==> src/design/bba_pkg.sv <==
// shared types, codes and constants of the bitmap block allocator
package bba_pkg;

	localparam int NUM_BLOCKS_DEF = 4096;

	localparam logic [12:0] CNT_MAX = 13'h1FFF;

	localparam logic [2:0] OP_ALLOC_NEXT = 3'd0;
	localparam logic [2:0] OP_ALLOC_RES  = 3'd1;
	localparam logic [2:0] OP_FREE       = 3'd2;
	localparam logic [2:0] OP_SET_USED   = 3'd3;
	localparam logic [2:0] OP_QUERY      = 3'd4;
	localparam logic [2:0] OP_LOAD       = 3'd5;
	localparam logic [2:0] OP_RELOAD     = 3'd6;

	localparam logic [1:0] ST_OK      = 2'd0;
	localparam logic [1:0] ST_NOSPACE = 2'd1;
	localparam logic [1:0] ST_RANGE   = 2'd2;

	localparam logic [2:0] CFG_BLOCKS_IN_USE    = 3'd0;
	localparam logic [2:0] CFG_ROVER_WRAP_BLOCK = 3'd1;
	localparam logic [2:0] CFG_RES_LIMIT_BLOCK  = 3'd2;
	localparam logic [2:0] CFG_INIT_TOTAL_FREE  = 3'd3;
	localparam logic [2:0] CFG_INIT_GROUP_FREE  = 3'd4;
	localparam logic [2:0] CFG_INIT_ROVER       = 3'd5;

	localparam logic [12:0] BLOCKS_IN_USE_RST = 13'd4096;

	typedef struct packed {
		logic [2:0]  op;
		logic [11:0] block;
		logic [7:0]  map_byte;
	} in_item_t;

	typedef struct packed {
		logic [1:0]  status;
		logic [11:0] alloc_block;
		logic        is_free;
		logic [12:0] total_free;
		logic [12:0] group_free;
	} out_item_t;

	typedef struct packed {
		logic [12:0] blocks_in_use;
		logic [11:0] rover_wrap_block;
		logic [11:0] reserved_limit_block;
		logic [12:0] init_total_free;
		logic [12:0] init_group_free;
		logic [12:0] init_rover;
	} cfg_regs_t;

	typedef struct packed {
		logic       found;
		logic [2:0] pos;
		logic       test;
		logic [7:0] upd;
	} bu_res_t;

endpackage

==> src/design/bba_ram.sv <==
// generic single write, single read memory with registered read data
module bba_ram #(
	parameter int WIDTH = 8,
	parameter int DEPTH = 512,
	localparam int AW = (DEPTH > 1) ? $clog2(DEPTH) : 1
) (
	input  logic             clk,
	input  logic             we,
	input  logic [AW-1:0]    waddr,
	input  logic [WIDTH-1:0] wdata,
	input  logic             re,
	input  logic [AW-1:0]    raddr,
	output logic [WIDTH-1:0] rdata
);

	logic [WIDTH-1:0] mem_q [DEPTH];

	always_ff @(posedge clk) begin
		if (we) begin
			mem_q[waddr] <= wdata;
		end
		if (re) begin
			rdata <= mem_q[raddr];
		end
	end

endmodule

==> src/design/bba_bitunit.sv <==
// shared byte unit: lowest free bit search, bit test and bit update
module bba_bitunit (
	input  logic [7:0]       data,
	input  logic [7:0]       mask,
	input  logic [2:0]       idx,
	input  logic             use_first,
	input  logic             set_val,
	output bba_pkg::bu_res_t res
);
	import bba_pkg::*;

	logic [7:0] hits;
	logic [2:0] first;
	logic [2:0] sel;

	always_comb begin
		hits  = data & mask;
		first = '0;
		for (int b = 7; b >= 0; b--) begin
			if (hits[b]) begin
				first = 3'(b);
			end
		end
		sel        = use_first ? first : idx;
		res.found  = |hits;
		res.pos    = first;
		res.test   = data[idx];
		res.upd    = data;
		res.upd[sel] = set_val;
	end

endmodule

==> src/design/bba_seq.sv <==
// operation sequencer: counters, rover, map byte scan and read-modify-write
module bba_seq #(
	parameter int NUM_BLOCKS = bba_pkg::NUM_BLOCKS_DEF,
	localparam int MAP_BYTES = NUM_BLOCKS / 8,
	localparam int AW = (MAP_BYTES > 1) ? $clog2(MAP_BYTES) : 1
) (
	input  logic                clk,
	input  logic                arst_n,
	input  logic                in_valid,
	output logic                in_stall,
	input  bba_pkg::in_item_t   item,
	input  bba_pkg::cfg_regs_t  cfg,
	output logic                res_valid,
	input  logic                res_take,
	output bba_pkg::out_item_t  res,
	output logic                mem_we,
	output logic [AW-1:0]       mem_waddr,
	output logic [7:0]          mem_wdata,
	output logic                mem_re,
	output logic [AW-1:0]       mem_raddr,
	input  logic [7:0]          mem_rdata
);
	import bba_pkg::*;

	localparam logic [12:0] CNT_CAP =
		13'((NUM_BLOCKS < int'(CNT_MAX)) ? NUM_BLOCKS : int'(CNT_MAX));

	typedef enum logic [1:0] {S_IDLE, S_RD, S_CHK, S_DONE} state_t;

	state_t      state_q;
	logic [2:0]  op_q;
	logic [11:0] blk_q;
	logic [9:0]  cur_q;
	logic [9:0]  s_byte_q;
	logic [2:0]  s_lo_q;
	logic        first_q;
	logic        wrap_q;
	logic [1:0]  status_q;
	logic [11:0] grant_q;
	logic        qfree_q;
	logic [12:0] total_q;
	logic [12:0] group_q;
	logic [12:0] rover_q;

	logic        accept;
	logic [12:0] count;
	logic [12:0] cnt_m1;
	logic [9:0]  last_byte;
	logic [12:0] start;
	logic [9:0]  res_lim;
	logic [9:0]  last_res;
	logic        load_ok;
	logic        is_alloc;
	logic        last_visit;
	logic [7:0]  lim_mask;
	logic [7:0]  lo_mask;
	logic [7:0]  hi_mask;
	logic [7:0]  scan_mask;
	logic        chk_we;
	bu_res_t     bu;

	assign accept    = in_valid && (state_q == S_IDLE);
	assign in_stall  = (state_q != S_IDLE);
	assign count     = (int'(cfg.blocks_in_use) < NUM_BLOCKS) ? cfg.blocks_in_use
		: 13'(NUM_BLOCKS);
	assign cnt_m1    = count - 13'd1;
	assign last_byte = cnt_m1[12:3];
	assign start     = (rover_q < count) ? rover_q : '0;
	assign res_lim   = {1'b0, cfg.reserved_limit_block[11:3]};
	assign last_res  = (int'(res_lim) > MAP_BYTES - 1) ? 10'(MAP_BYTES - 1) : res_lim;
	assign load_ok   = int'(item.block[11:3]) < MAP_BYTES;
	assign is_alloc  = (op_q == OP_ALLOC_NEXT) || (op_q == OP_ALLOC_RES);

	// scan window: start offset on the first visit, below it on the return visit
	assign last_visit = wrap_q && (cur_q == s_byte_q);
	assign lim_mask   = (cur_q == count[12:3]) ? ~(8'hFF << count[2:0]) : 8'hFF;
	assign lo_mask    = first_q ? (8'hFF << s_lo_q) : 8'hFF;
	assign hi_mask    = last_visit ? ~(8'hFF << s_lo_q) : 8'hFF;
	assign scan_mask  = (op_q == OP_ALLOC_NEXT) ? (lim_mask & lo_mask & hi_mask) : 8'hFF;

	bba_bitunit u_bitunit (
		.data      (mem_rdata),
		.mask      (scan_mask),
		.idx       (blk_q[2:0]),
		.use_first (is_alloc),
		.set_val   (op_q == OP_FREE),
		.res       (bu)
	);

	assign chk_we = (state_q == S_CHK) && ((is_alloc && bu.found) || (op_q == OP_FREE)
		|| (op_q == OP_SET_USED));

	assign mem_re    = (state_q == S_RD);
	assign mem_raddr = AW'(cur_q);
	assign mem_we    = chk_we || (accept && (item.op == OP_LOAD) && load_ok);
	assign mem_waddr = (state_q == S_IDLE) ? AW'(item.block[11:3]) : AW'(cur_q);
	assign mem_wdata = (state_q == S_IDLE) ? item.map_byte : bu.upd;

	assign res_valid       = (state_q == S_DONE);
	assign res.status      = status_q;
	assign res.alloc_block = grant_q;
	assign res.is_free     = qfree_q;
	assign res.total_free  = total_q;
	assign res.group_free  = group_q;

	always_ff @(posedge clk or negedge arst_n) begin
		if (!arst_n) begin
			state_q  <= S_IDLE;
			total_q  <= '0;
			group_q  <= '0;
			rover_q  <= '0;
			status_q <= ST_OK;
			grant_q  <= '0;
			qfree_q  <= 1'b0;
			first_q  <= 1'b0;
			wrap_q   <= 1'b0;
		end else begin
			unique case (state_q)
				S_IDLE: begin
					if (accept) begin
						op_q     <= item.op;
						blk_q    <= item.block;
						status_q <= ST_OK;
						grant_q  <= '0;
						qfree_q  <= 1'b0;
						first_q  <= 1'b1;
						wrap_q   <= 1'b0;
						unique case (item.op)
							OP_ALLOC_NEXT: begin
								if (group_q == '0 || count == '0) begin
									status_q <= ST_NOSPACE;
									state_q  <= S_DONE;
								end else begin
									cur_q    <= start[12:3];
									s_byte_q <= start[12:3];
									s_lo_q   <= start[2:0];
									state_q  <= S_RD;
								end
							end
							OP_ALLOC_RES: begin
								cur_q   <= '0;
								state_q <= S_RD;
							end
							OP_FREE, OP_SET_USED, OP_QUERY: begin
								if ({1'b0, item.block} >= count) begin
									status_q <= ST_RANGE;
									state_q  <= S_DONE;
								end else begin
									cur_q   <= {1'b0, item.block[11:3]};
									state_q <= S_RD;
								end
							end
							OP_LOAD: begin
								if (!load_ok) begin
									status_q <= ST_RANGE;
								end
								state_q <= S_DONE;
							end
							OP_RELOAD: begin
								total_q <= cfg.init_total_free;
								group_q <= cfg.init_group_free;
								rover_q <= cfg.init_rover;
								state_q <= S_DONE;
							end
							default: begin
								state_q <= S_DONE;
							end
						endcase
					end
				end
				S_RD: begin
					state_q <= S_CHK;
				end
				S_CHK: begin
					unique case (op_q)
						OP_ALLOC_NEXT: begin
							if (bu.found) begin
								grant_q <= 12'({cur_q, bu.pos});
								total_q <= (total_q == '0) ? '0 : total_q - 13'd1;
								group_q <= (group_q == '0) ? '0 : group_q - 13'd1;
								rover_q <= (rover_q < count) ? rover_q + 13'd1
									: {1'b0, cfg.rover_wrap_block};
								state_q <= S_DONE;
							end else if (last_visit) begin
								status_q <= ST_NOSPACE;
								state_q  <= S_DONE;
							end else begin
								first_q <= 1'b0;
								if (cur_q >= last_byte) begin
									cur_q  <= '0;
									wrap_q <= 1'b1;
								end else begin
									cur_q <= cur_q + 10'd1;
								end
								state_q <= S_RD;
							end
						end
						OP_ALLOC_RES: begin
							if (bu.found) begin
								grant_q <= 12'({cur_q, bu.pos});
								total_q <= (total_q == '0) ? '0 : total_q - 13'd1;
								group_q <= (group_q == '0) ? '0 : group_q - 13'd1;
								state_q <= S_DONE;
							end else if (cur_q == last_res) begin
								status_q <= ST_NOSPACE;
								state_q  <= S_DONE;
							end else begin
								cur_q   <= cur_q + 10'd1;
								state_q <= S_RD;
							end
						end
						OP_FREE: begin
							total_q <= (total_q < CNT_CAP) ? total_q + 13'd1 : CNT_CAP;
							group_q <= (group_q < CNT_CAP) ? group_q + 13'd1 : CNT_CAP;
							state_q <= S_DONE;
						end
						OP_SET_USED: begin
							total_q <= (total_q == '0) ? '0 : total_q - 13'd1;
							state_q <= S_DONE;
						end
						OP_QUERY: begin
							qfree_q <= bu.test;
							state_q <= S_DONE;
						end
						default: begin
							state_q <= S_DONE;
						end
					endcase
				end
				S_DONE: begin
					if (res_take) begin
						state_q <= S_IDLE;
					end
				end
				default: begin
					state_q <= S_IDLE;
				end
			endcase
		end
	end

	a_accept_busy: assert property (@(posedge clk) disable iff (!arst_n)
		accept |=> (state_q != S_IDLE))
		else $error("sequencer idle after a transfer in");

	a_alloc_write_found: assert property (@(posedge clk) disable iff (!arst_n)
		(chk_we && is_alloc) |-> bu.found)
		else $error("allocation write without a free bit");

	a_next_in_range: assert property (@(posedge clk) disable iff (!arst_n)
		((state_q == S_CHK) && (op_q == OP_ALLOC_NEXT) && bu.found)
		|-> ({cur_q, bu.pos} < count))
		else $error("next-fit grant beyond block count");

	a_group_idle_stable: assert property (@(posedge clk) disable iff (!arst_n)
		((state_q == S_IDLE) && !accept) |=> $stable(group_q))
		else $error("group count moved while idle");

endmodule

==> src/design/bitmap_block_allocator.sv <==
// Bitmap block allocator: one free bit per block in a byte-wide map memory, with total and
// group free counts and a next-fit search rover. One operation is in flight at a time; the
// map has a single read port and every map access goes through a read and a check state.
// Load, reload and rejected operations go straight to the result; free, set used and query
// read and check one map byte; an allocation reads and checks each map byte scanned, up to
// blocks / 8 + 1 bytes for next-fit and the reserved bytes for the reserved search. A result
// waits in an output register, so the next operation may be taken while it is held. Map
// bytes must be loaded before they are searched or read; there is no clearing pass after
// reset. The user must write configuration only while the block is idle; it is not enforced.
module bitmap_block_allocator #(
	parameter int NUM_BLOCKS = bba_pkg::NUM_BLOCKS_DEF
) (
	input  logic                clk,
	input  logic                arst_n,
	input  logic                in_valid,
	output logic                in_stall,
	input  bba_pkg::in_item_t   in_item,
	output logic                out_valid,
	input  logic                out_stall,
	output bba_pkg::out_item_t  out_item,
	input  logic                cfg_valid,
	output logic                cfg_ready,
	input  logic [2:0]          cfg_index,
	input  logic [12:0]         cfg_data
);
	import bba_pkg::*;

	localparam int MAP_BYTES = NUM_BLOCKS / 8;
	localparam int AW = (MAP_BYTES > 1) ? $clog2(MAP_BYTES) : 1;

	cfg_regs_t   cfg_q;
	logic        out_valid_q;
	out_item_t   out_item_q;
	logic        res_valid;
	logic        res_take;
	out_item_t   res;
	logic        mem_we;
	logic [AW-1:0] mem_waddr;
	logic [7:0]  mem_wdata;
	logic        mem_re;
	logic [AW-1:0] mem_raddr;
	logic [7:0]  mem_rdata;

	assign cfg_ready = 1'b1;

	always_ff @(posedge clk or negedge arst_n) begin
		if (!arst_n) begin
			cfg_q.blocks_in_use        <= BLOCKS_IN_USE_RST;
			cfg_q.rover_wrap_block     <= '0;
			cfg_q.reserved_limit_block <= '0;
			cfg_q.init_total_free      <= '0;
			cfg_q.init_group_free      <= '0;
			cfg_q.init_rover           <= '0;
		end else if (cfg_valid && cfg_ready) begin
			unique case (cfg_index)
				CFG_BLOCKS_IN_USE:    cfg_q.blocks_in_use        <= cfg_data;
				CFG_ROVER_WRAP_BLOCK: cfg_q.rover_wrap_block     <= cfg_data[11:0];
				CFG_RES_LIMIT_BLOCK:  cfg_q.reserved_limit_block <= cfg_data[11:0];
				CFG_INIT_TOTAL_FREE:  cfg_q.init_total_free      <= cfg_data;
				CFG_INIT_GROUP_FREE:  cfg_q.init_group_free      <= cfg_data;
				CFG_INIT_ROVER:       cfg_q.init_rover           <= cfg_data;
				default: begin
				end
			endcase
		end
	end

	bba_seq #(
		.NUM_BLOCKS (NUM_BLOCKS)
	) u_seq (
		.clk       (clk),
		.arst_n    (arst_n),
		.in_valid  (in_valid),
		.in_stall  (in_stall),
		.item      (in_item),
		.cfg       (cfg_q),
		.res_valid (res_valid),
		.res_take  (res_take),
		.res       (res),
		.mem_we    (mem_we),
		.mem_waddr (mem_waddr),
		.mem_wdata (mem_wdata),
		.mem_re    (mem_re),
		.mem_raddr (mem_raddr),
		.mem_rdata (mem_rdata)
	);

	bba_ram #(
		.WIDTH (8),
		.DEPTH (MAP_BYTES)
	) u_map (
		.clk   (clk),
		.we    (mem_we),
		.waddr (mem_waddr),
		.wdata (mem_wdata),
		.re    (mem_re),
		.raddr (mem_raddr),
		.rdata (mem_rdata)
	);

	// output register, refilled in the cycle the held result is transferred
	assign res_take = res_valid && (!out_valid_q || !out_stall);

	always_ff @(posedge clk or negedge arst_n) begin
		if (!arst_n) begin
			out_valid_q <= 1'b0;
		end else if (res_take) begin
			out_valid_q <= 1'b1;
		end else if (!out_stall) begin
			out_valid_q <= 1'b0;
		end
	end

	always_ff @(posedge clk) begin
		if (res_take) begin
			out_item_q <= res;
		end
	end

	assign out_valid = out_valid_q;
	assign out_item  = out_item_q;

endmodule
==> config.mk <==
export PLATFORM = sky130hd
export DESIGN_NAME = bitmap_block_allocator
export DESIGN_NICKNAME = d
export VERILOG_FILES = /design/src/design/bba_pkg.sv /design/src/design/bba_ram.sv /design/src/design/bba_bitunit.sv /design/src/design/bba_seq.sv /design/src/design/bitmap_block_allocator.sv
export SDC_FILE = /design/constraint.sdc
export NUM_CORES = 2
export LEC_CHECK = 0
export BUFFER_PORTS_ARGS = -buffer_cell sky130_fd_sc_hd__buf_2
export CAP_MARGIN = 10
export CORE_AREA = 2 2 559 561
export DETAILED_ROUTE_END_ITERATION = 12
export DIE_AREA = 0 0 561 563
export PLACE_DENSITY = 0.72
export SLEW_MARGIN = 20
export SYNTH_ARGS = -nofsm -noshare
export SYNTH_HDL_FRONTEND = slang
export SYNTH_SLANG_ARGS = --single-unit
==> constraint.sdc <==
create_clock -name clk -period 69.5 [get_ports clk]
set_input_delay 6.95 -clock clk [delete_from_list [all_inputs] [get_ports clk]]
set_output_delay 6.95 -clock clk [all_outputs]
set_load 0.02 [all_outputs]
**Yosys cells after proc, flatten, opt, wreduce, memory -nomap -nowiden**

Memory sizes are Yosys's and may differ from the RTL's. A register that Yosys moved wholly into a read port is not among the register bits.
Index checks and enable logic that the tools add are counted.

- Add/subtract/negate cells: 7
- Order comparisons: 10
- Equality and inequality tests: 45
- Shifts and indexed selects: 2
- Mux-type cells: 96
- Bitwise operators: 6
- Reduce and logical (&&, ||, !) cells: 45

Operators by type and width:

| kind | count |
|---|---|
| 2-to-1 mux 13 bit | 17 |
| case mux 13 bit (2 select lines) | 4 |
| 2-to-1 mux 10 bit | 8 |
| 2-to-1 mux 8 bit | 5 |
| case mux 10 bit (2 select lines) | 2 |
| adder 13 x 1 -> 13 bit, second input constant | 3 |
| logical NOT 13 bit | 3 |
| less-than comparator 13 bit, second input constant | 3 |
| case mux 13 bit (3 select lines) | 1 |
| subtractor 13 x 1 -> 13 bit, second input constant | 3 |
| 2-to-1 mux 12 bit | 3 |
| == test 10 bit | 3 |
| case mux 10 bit (3 select lines) | 1 |
| 2-to-1 mux 2 bit | 14 |
| 2-to-1 mux 3 bit | 9 |
| AND reduction 5 bit | 5 |
| AND 8 bit | 3 |
| != test 3 bit, second input constant | 8 |
| case mux 12 bit (2 select lines) | 1 |
| == test 3 x 2 -> 1 bit, second input constant | 6 |
| == test 3 bit, second input constant | 6 |
| 2-to-1 mux 9 bit | 2 |
| 2-to-1 mux 1 bit | 17 |
| inverter 8 bit | 2 |
| 39 further kinds | 82 |

- Register bits: 205
- Memory bits (writable): 4096
- Bits of input ports: 44
- Output and inout bits: 44
- Word-level logic and storage cells: 238
- Memories: 1

Memory list:

| name | depth | bits a word | read ports | clocked after memory_dff | wr ports | line | RTL |
|---|---|---|---|---|---|---|---|
| u_map.mem_q | 512 | 8 | 1 | 1 | 1 | bba_ram.sv:16 | `logic [WIDTH-1:0] mem_q [DEPTH];` |

**Longest topological paths before layout**

- Depth after elaboration: 24
- Depth in mapped cells: 16
- Mapped depth without buffers: 14

**Cells and area by module**

Synthesis repeated with hierarchy kept, for this count alone.

- Cell total of the unflattened synthesis: 9203
- Area total of the unflattened synthesis: 171888.6 um2

Modules (own cells, without submodules):

| module | times used | cells an instance | area each (um2) | seq. area each (um2) |
|---|---|---|---|---|
| bba_ram | 1 | 8030 | 160007.2 | 123238.2 |
| bba_seq | 1 | 909 | 7255.7 | 2322.2 |
| bitmap_block_allocator | 1 | 210 | 4189.0 | 3159.3 |
| bba_bitunit | 1 | 54 | 436.7 | 0.0 |

**Worst setup path after synthesis**

Ideal clock, no wire load.

- Path kind: register -> register
- From: register cfg_q[75] in the netlist's numbering
- To: memory u_map.mem_q[0][7] (data pin)
- Setup time: 6.511 ns
- Data arrival time: 34.754 ns
- Data required time: 62.989 ns
- Slack: 28.236 ns
- Stages on the path, launching flop included: 12
- Path buffers: 2
- Period minus slack after synthesis: 41.264 ns
- Path through: dfstp_2 buf_2 nand2b_1 clkbuf_1 xor2_1 o2111ai_1 or2_2 o21ai_0 and4_1 nand2_1 o21a_1 o311ai_0

- Longest elaborated chain between the ends: 24
- Elaborated cells between the ends (all ways): 26
- Classes of those cells: order compare: 3; eq/ne: 1; shift: 1; mux: 16; bitwise: 4; reduce/logical: 1

Ends and longest elaborated chain:

| item | line | RTL |
|---|---|---|
| from (decl) | bitmap_block_allocator.sv:31 | `cfg_regs_t cfg_q;` |
| less-than comparator 13 bit | bba_seq.sv:64 | `assign count = (int'(cfg.blocks_in_use) < NUM_BLOCKS) ? cfg.blocks_in_use` |
| 2-to-1 mux 13 bit * | bba_seq.sv:64 |  |
| << shifter 8 x 3 -> 8 bit | bba_seq.sv:76 | `assign lim_mask = (cur_q == count[12:3]) ? ~(8'hFF << count[2:0]) : 8'hFF;` |
| inverter 8 bit | bba_seq.sv:76 |  |
| 2-to-1 mux 8 bit * | bba_seq.sv:76 |  |
| AND 8 bit * (2 in a row) | bba_seq.sv:79 | `assign scan_mask = (op_q == OP_ALLOC_NEXT) ? (lim_mask & lo_mask & hi_mask) : 8'hFF;` |
| 2-to-1 mux 8 bit * | bba_seq.sv:79 |  |
| AND 8 bit * | bba_bitunit.sv:17 | `hits = data & mask;` |
| [8 not listed] | n/a |  |
| 2-to-1 mux 3 bit * | bba_bitunit.sv:24 | `sel = use_first ? first : idx;` |
| less-than comparator 3 x 4 -> 1 bit (implied by the code) / >= comparator 3 x 1 -> 1 bit (equally long branches) | bba_bitunit.sv:29 | `res.upd[sel] = set_val;` |
| logical AND 1 bit (implied by the code) | bba_bitunit.sv:29 |  |
| 2-to-1 mux 1 bit (implied by the code) | bba_bitunit.sv:29 |  |
| demux 1 bit (select 3 bit) * | bba_bitunit.sv:29 |  |
| bitwise mux 8 bit * | bba_bitunit.sv:29 |  |
| 2-to-1 mux 8 bit * | bba_seq.sv:97 | `assign mem_wdata = (state_q == S_IDLE) ? item.map_byte : bu.upd;` |
| named net mem_wdata[7] | bitmap_block_allocator.sv:39 | `logic [7:0] mem_wdata;` |
| to (decl) | bba_ram.sv:16 |  |

The timed path passes the listed nets; every way through them passes the cells marked *.

**Final worst setup path**

- From: input in_item[6] in the netlist's numbering
- To: memory u_map.mem_q[119][6] (data pin)

- Longest elaborated chain between the ends: 1

Ends and longest elaborated chain:

| item | line | RTL |
|---|---|---|
| from (decl) | bitmap_block_allocator.sv:17 | `input bba_pkg::in_item_t in_item,` |
| 2-to-1 mux 8 bit | bba_seq.sv:97 |  |
| named net mem_wdata[6] | bitmap_block_allocator.sv:39 |  |

The timed path passes the listed nets, and every way through them passes these cells.

==> impl_results.md <==
- PortBufs: 86
- Dpl hpwl: 245,000 microns
- Layout cell share with drive strength beyond 1: 28.7%
- Worst hold slack: 0.452 ns
- Synth Cell Area: 0.170 sq mm
- Post-DR wirelength/cell: 34.0 microns
- Final WL: 418,000 microns
- Peak supply drop: 0.0371 mV
- Post-route worst setup slack: 58.65 ns
- H-tree level count: 5
- Final Wtd Congestion: 0.910
- Top cell type's share of synthesized area: 73.9%
- Tot GR Track Use: 26.5%
- Mapped Cells: 7,618
- Synth area leaders: edfxtp_1 74%, mux4_2 18%, dfrtp_1 1.9%, nor2_1 1.3%, clkbuf_1 0.66%
- Via density: 6.72
- Mapped Avg Cell Area: 22.3 sq um
- Ys flop type: edfxtp_1
- P&R area growth vs syn: 11.2%
- Comb pwr share: 16.6%
- Sink Count: 4,306
- DR DRC count: 0
- P_sw: 1.87 mW
- Power share of the clock group: 33.6%
- CP max-delay cell: buf_4
- Inserted Clock Buffers: 418
- RSZ-0062 raised after global routing: no
- Static leakage: 58.2 nW
- Non-filler instance count after layout: 12,300
- Post-CTS setup buffer count: 0
- Final setup fails: 0
- Leading area contributor after synthesis: edfxtp_1
- Pint: 4.86 mW
- Total grt overflow: 0
- Busiest layer in global routing: met2
- # placed instances: 11,500
- Die ar.: 0.316 sq mm
- Post-layout min period: 10.85 ns
- WP buf/inv: 6
- Net switching share of the total power: 27.8%
- Post-synth top cells: 4,174 x edfxtp_1, 1,363 x mux4_2, 592 x nor2_1, 297 x clkbuf_1, 176 x nand2_1
- PD cells: 35.7 mW/mm^2
- Syn Nets: 7,702
- Setup Crit Path Kind: primary input to flip-flop
- Die H: 563 microns
- Setup TNS: 0 ns
- Clock skew: 0.0602 ns
- First-pass GRT wire length: 605,000 microns
- Worst skew pair latency: 0.97 ns
- Outcome: completed
- Crit path top cell by count: buf_4
- Multi-input logic area: 0.0394 sq mm
- Distinct cells, synth: 83
- Crit path arrival time: 11.47 ns
- CTS tree: done
- Post-CTS sizing: 0
- Filler cells: 20,700
- Row count: 205
- Met3 usage: 5.36%
- Core area: 0.310 sq mm
- Part of the power in registers: 49.8%
- CP max FO: 73
- Worst path cell trace: buf_2 -> nand2_1 -> nand3_4 -> buf_4 -> buf_4 -> buf_4 -> buf_4 -> buf_4
- Initial antenna violation count: 14
- GR Layer Usage met1: 38.2%
- Largest net degree at the start of global routing: 152
- Clock tree buffer depth: 4
- Min-Delay Path Class: flip-flop to flip-flop
- Maxcap violations: 0
- Vias in the first global route: 81,200
- Achievable frequency: 92.1 MHz
- Grt met2 use: 41.8%
- Antenna Nets Post-Route: 0
- Vias: 82,600
- Startpoint types: primary input
- Slew Limit Headroom: 16.1%
- Number of synthesis warnings: 0
- Data required, critical path: 70.12 ns
- Critical path capture point type: flip-flop
- Largest delay share family, worst path: buffers and inverters
- Hold_buf cts: 0
- Chip Width: 561 microns
- Fin nets: 7,877
- Initial Utilization: 54.6%
- Num ports: 88
- Share of flip-flops with an asynchronous set or reset: 3.07%
- Measured slew at the worst slew-check pin: 1.26 ns
- Initial drt markers: 12,100
- Synthesis-stage register bit count: 4,306
- Final hold violations: 0
- Max incr delay on CP: 0.77 ns
- Sequential area share after synthesis: 75.9%
- Part of the cycle the worst path needs: 15.6%
- EDFF count, synth: 4,174
- Pre-Repair DR Iteration Count: 6
- Max-slew violations: 0
- Root buf cell: clkbuf_16
- Worst Setup Slack post-DPL: 57.84 ns
- Worst-path clk slew: 0.06 ns
- Reg area: 0.129 sq mm
- Most instantiated library cell after synthesis: edfxtp_1
==> power by group through the flow <==
stage	Combinational (mW)	Clock, mW	Sequential, mW
CTS	1.12	2.28	3.35
detailed placement	1.12	0	3.40
floorplan	0.574	0	3.70
global route	1.18	2.38	3.35
finish	1.12	2.26	3.35
global placement	1.10	0	3.40
==> logic make-up after synthesis <==
family | Yosys count | share of synthesized area, %
DFF | 4306 | 75.9
muxes | 1449 | 18.7
and+or+nand+nor | 983 | 2.49
buffers and inverters | 488 | 1.21
AOI/OAI and AO/OA | 295 | 1.19
xor gates and xnor gates | 56 | 0.289
adders and majority gates | 40 | 0.295
other | 1 | 0.00221
==> registers in the layout, indices dropped and copies added (netlist names), 2 cells and up <==
signal          count
u_map.rdata         8
u_seq.state_q       2
u_seq.rover_q      13
u_seq.cur_q        10
u_seq.group_q      13
u_seq.op_q          3
u_seq.s_lo_q        3
u_seq.status_q      2
u_seq.s_byte_q     10
u_seq.grant_q      12
u_seq.total_q      13
out_item           41
cfg_q              73
u_seq.blk_q         3
u_map.mem_q      4096
==> layout by cell type, fill, tap and decap left out, drive strengths merged, types with 11 or more instances in the layout <==
master    instances
nor3b            13
edfxtp         4174
clkinvlp         19
mux4           1363
and2             23
xnor2            31
nand3b           12
a21oi            40
xor2             25
buf             219
or3              11
dfrtp           131
bufinv           43
nor2            592
ha               40
clkinv          195
nand3            55
a31oi            25
clkbuf          503
a21o             15
inv              42
o211ai           15
nand4            18
nand2           176
o21ai            78
mux2             82
a22oi            12
nor3             31
a211oi           20
==> final timing paths <==
path / start / to / slack [ns] / cells after the start
min in group asynchronous: arst_n / u_seq.grant_q[8] / 5.98 / 1
min: u_seq.grant_q[10] / out_item[37] / 0.45 / 0
max: in_item[6] / u_map.mem_q[119][6] / 58.65 / 8
min reg2reg: u_seq.grant_q[10] / out_item[37] / 0.45 / 0
max reg2reg: u_seq.cur_q[4] / u_map.mem_q[119][6] / 60.59 / 16
max in group asynchronous: arst_n / u_seq.group_q[8] / 62.15 / 2
==> through the flow <==
step,utilization [%],total power [mW],area (sq um)
after floorplan,-,4.27,170000
after global placement,56.3,4.50,175000
after detailed placement,56.4,4.52,175000
after CTS,60.8,6.75,189000
after global routing,60.8,6.92,189000
final,60.8,6.73,189000
==> worst reg2reg max path, cell delays in order (launching register included) <==
cell and delay [ns]:
edfxtp_1 0.49, buf_4 0.88, xnor2_1 0.30, nand4_1 0.12, nor3_1 0.42, a21oi_1 0.14
a22oi_1 0.33, a211oi_1 0.14, nor2_1 0.19, a2bb2oi_1 0.76, o311ai_0 0.42, nand3_4 0.52
buf_4 0.70, buf_4 0.80, buf_4 0.68, buf_4 0.76, buf_4 0.86
==> layout make-up <==
cell class | instances | share of cell area [%]
antenna | 6 | 0.00796
clock buffer | 503 | 5.75
clock inverter | 275 | 1.50
inverter | 24 | 0.0477
multi-input combinational | 2824 | 20.9
sequential | 4306 | 68.2
tap | 4140 | 2.75
timing repair buffer | 219 | 0.912
==> per-layer routing <==
metal | vias up | part of all wire [%]
li1 | 32500 | -
met1 | 43900 | 38
met2 | 5530 | 48
met3 | 709 | 11
met4 | 10 | 3.3
met5 | - | 0.014
No activity file was read; power rests on OpenSTA's default activity.
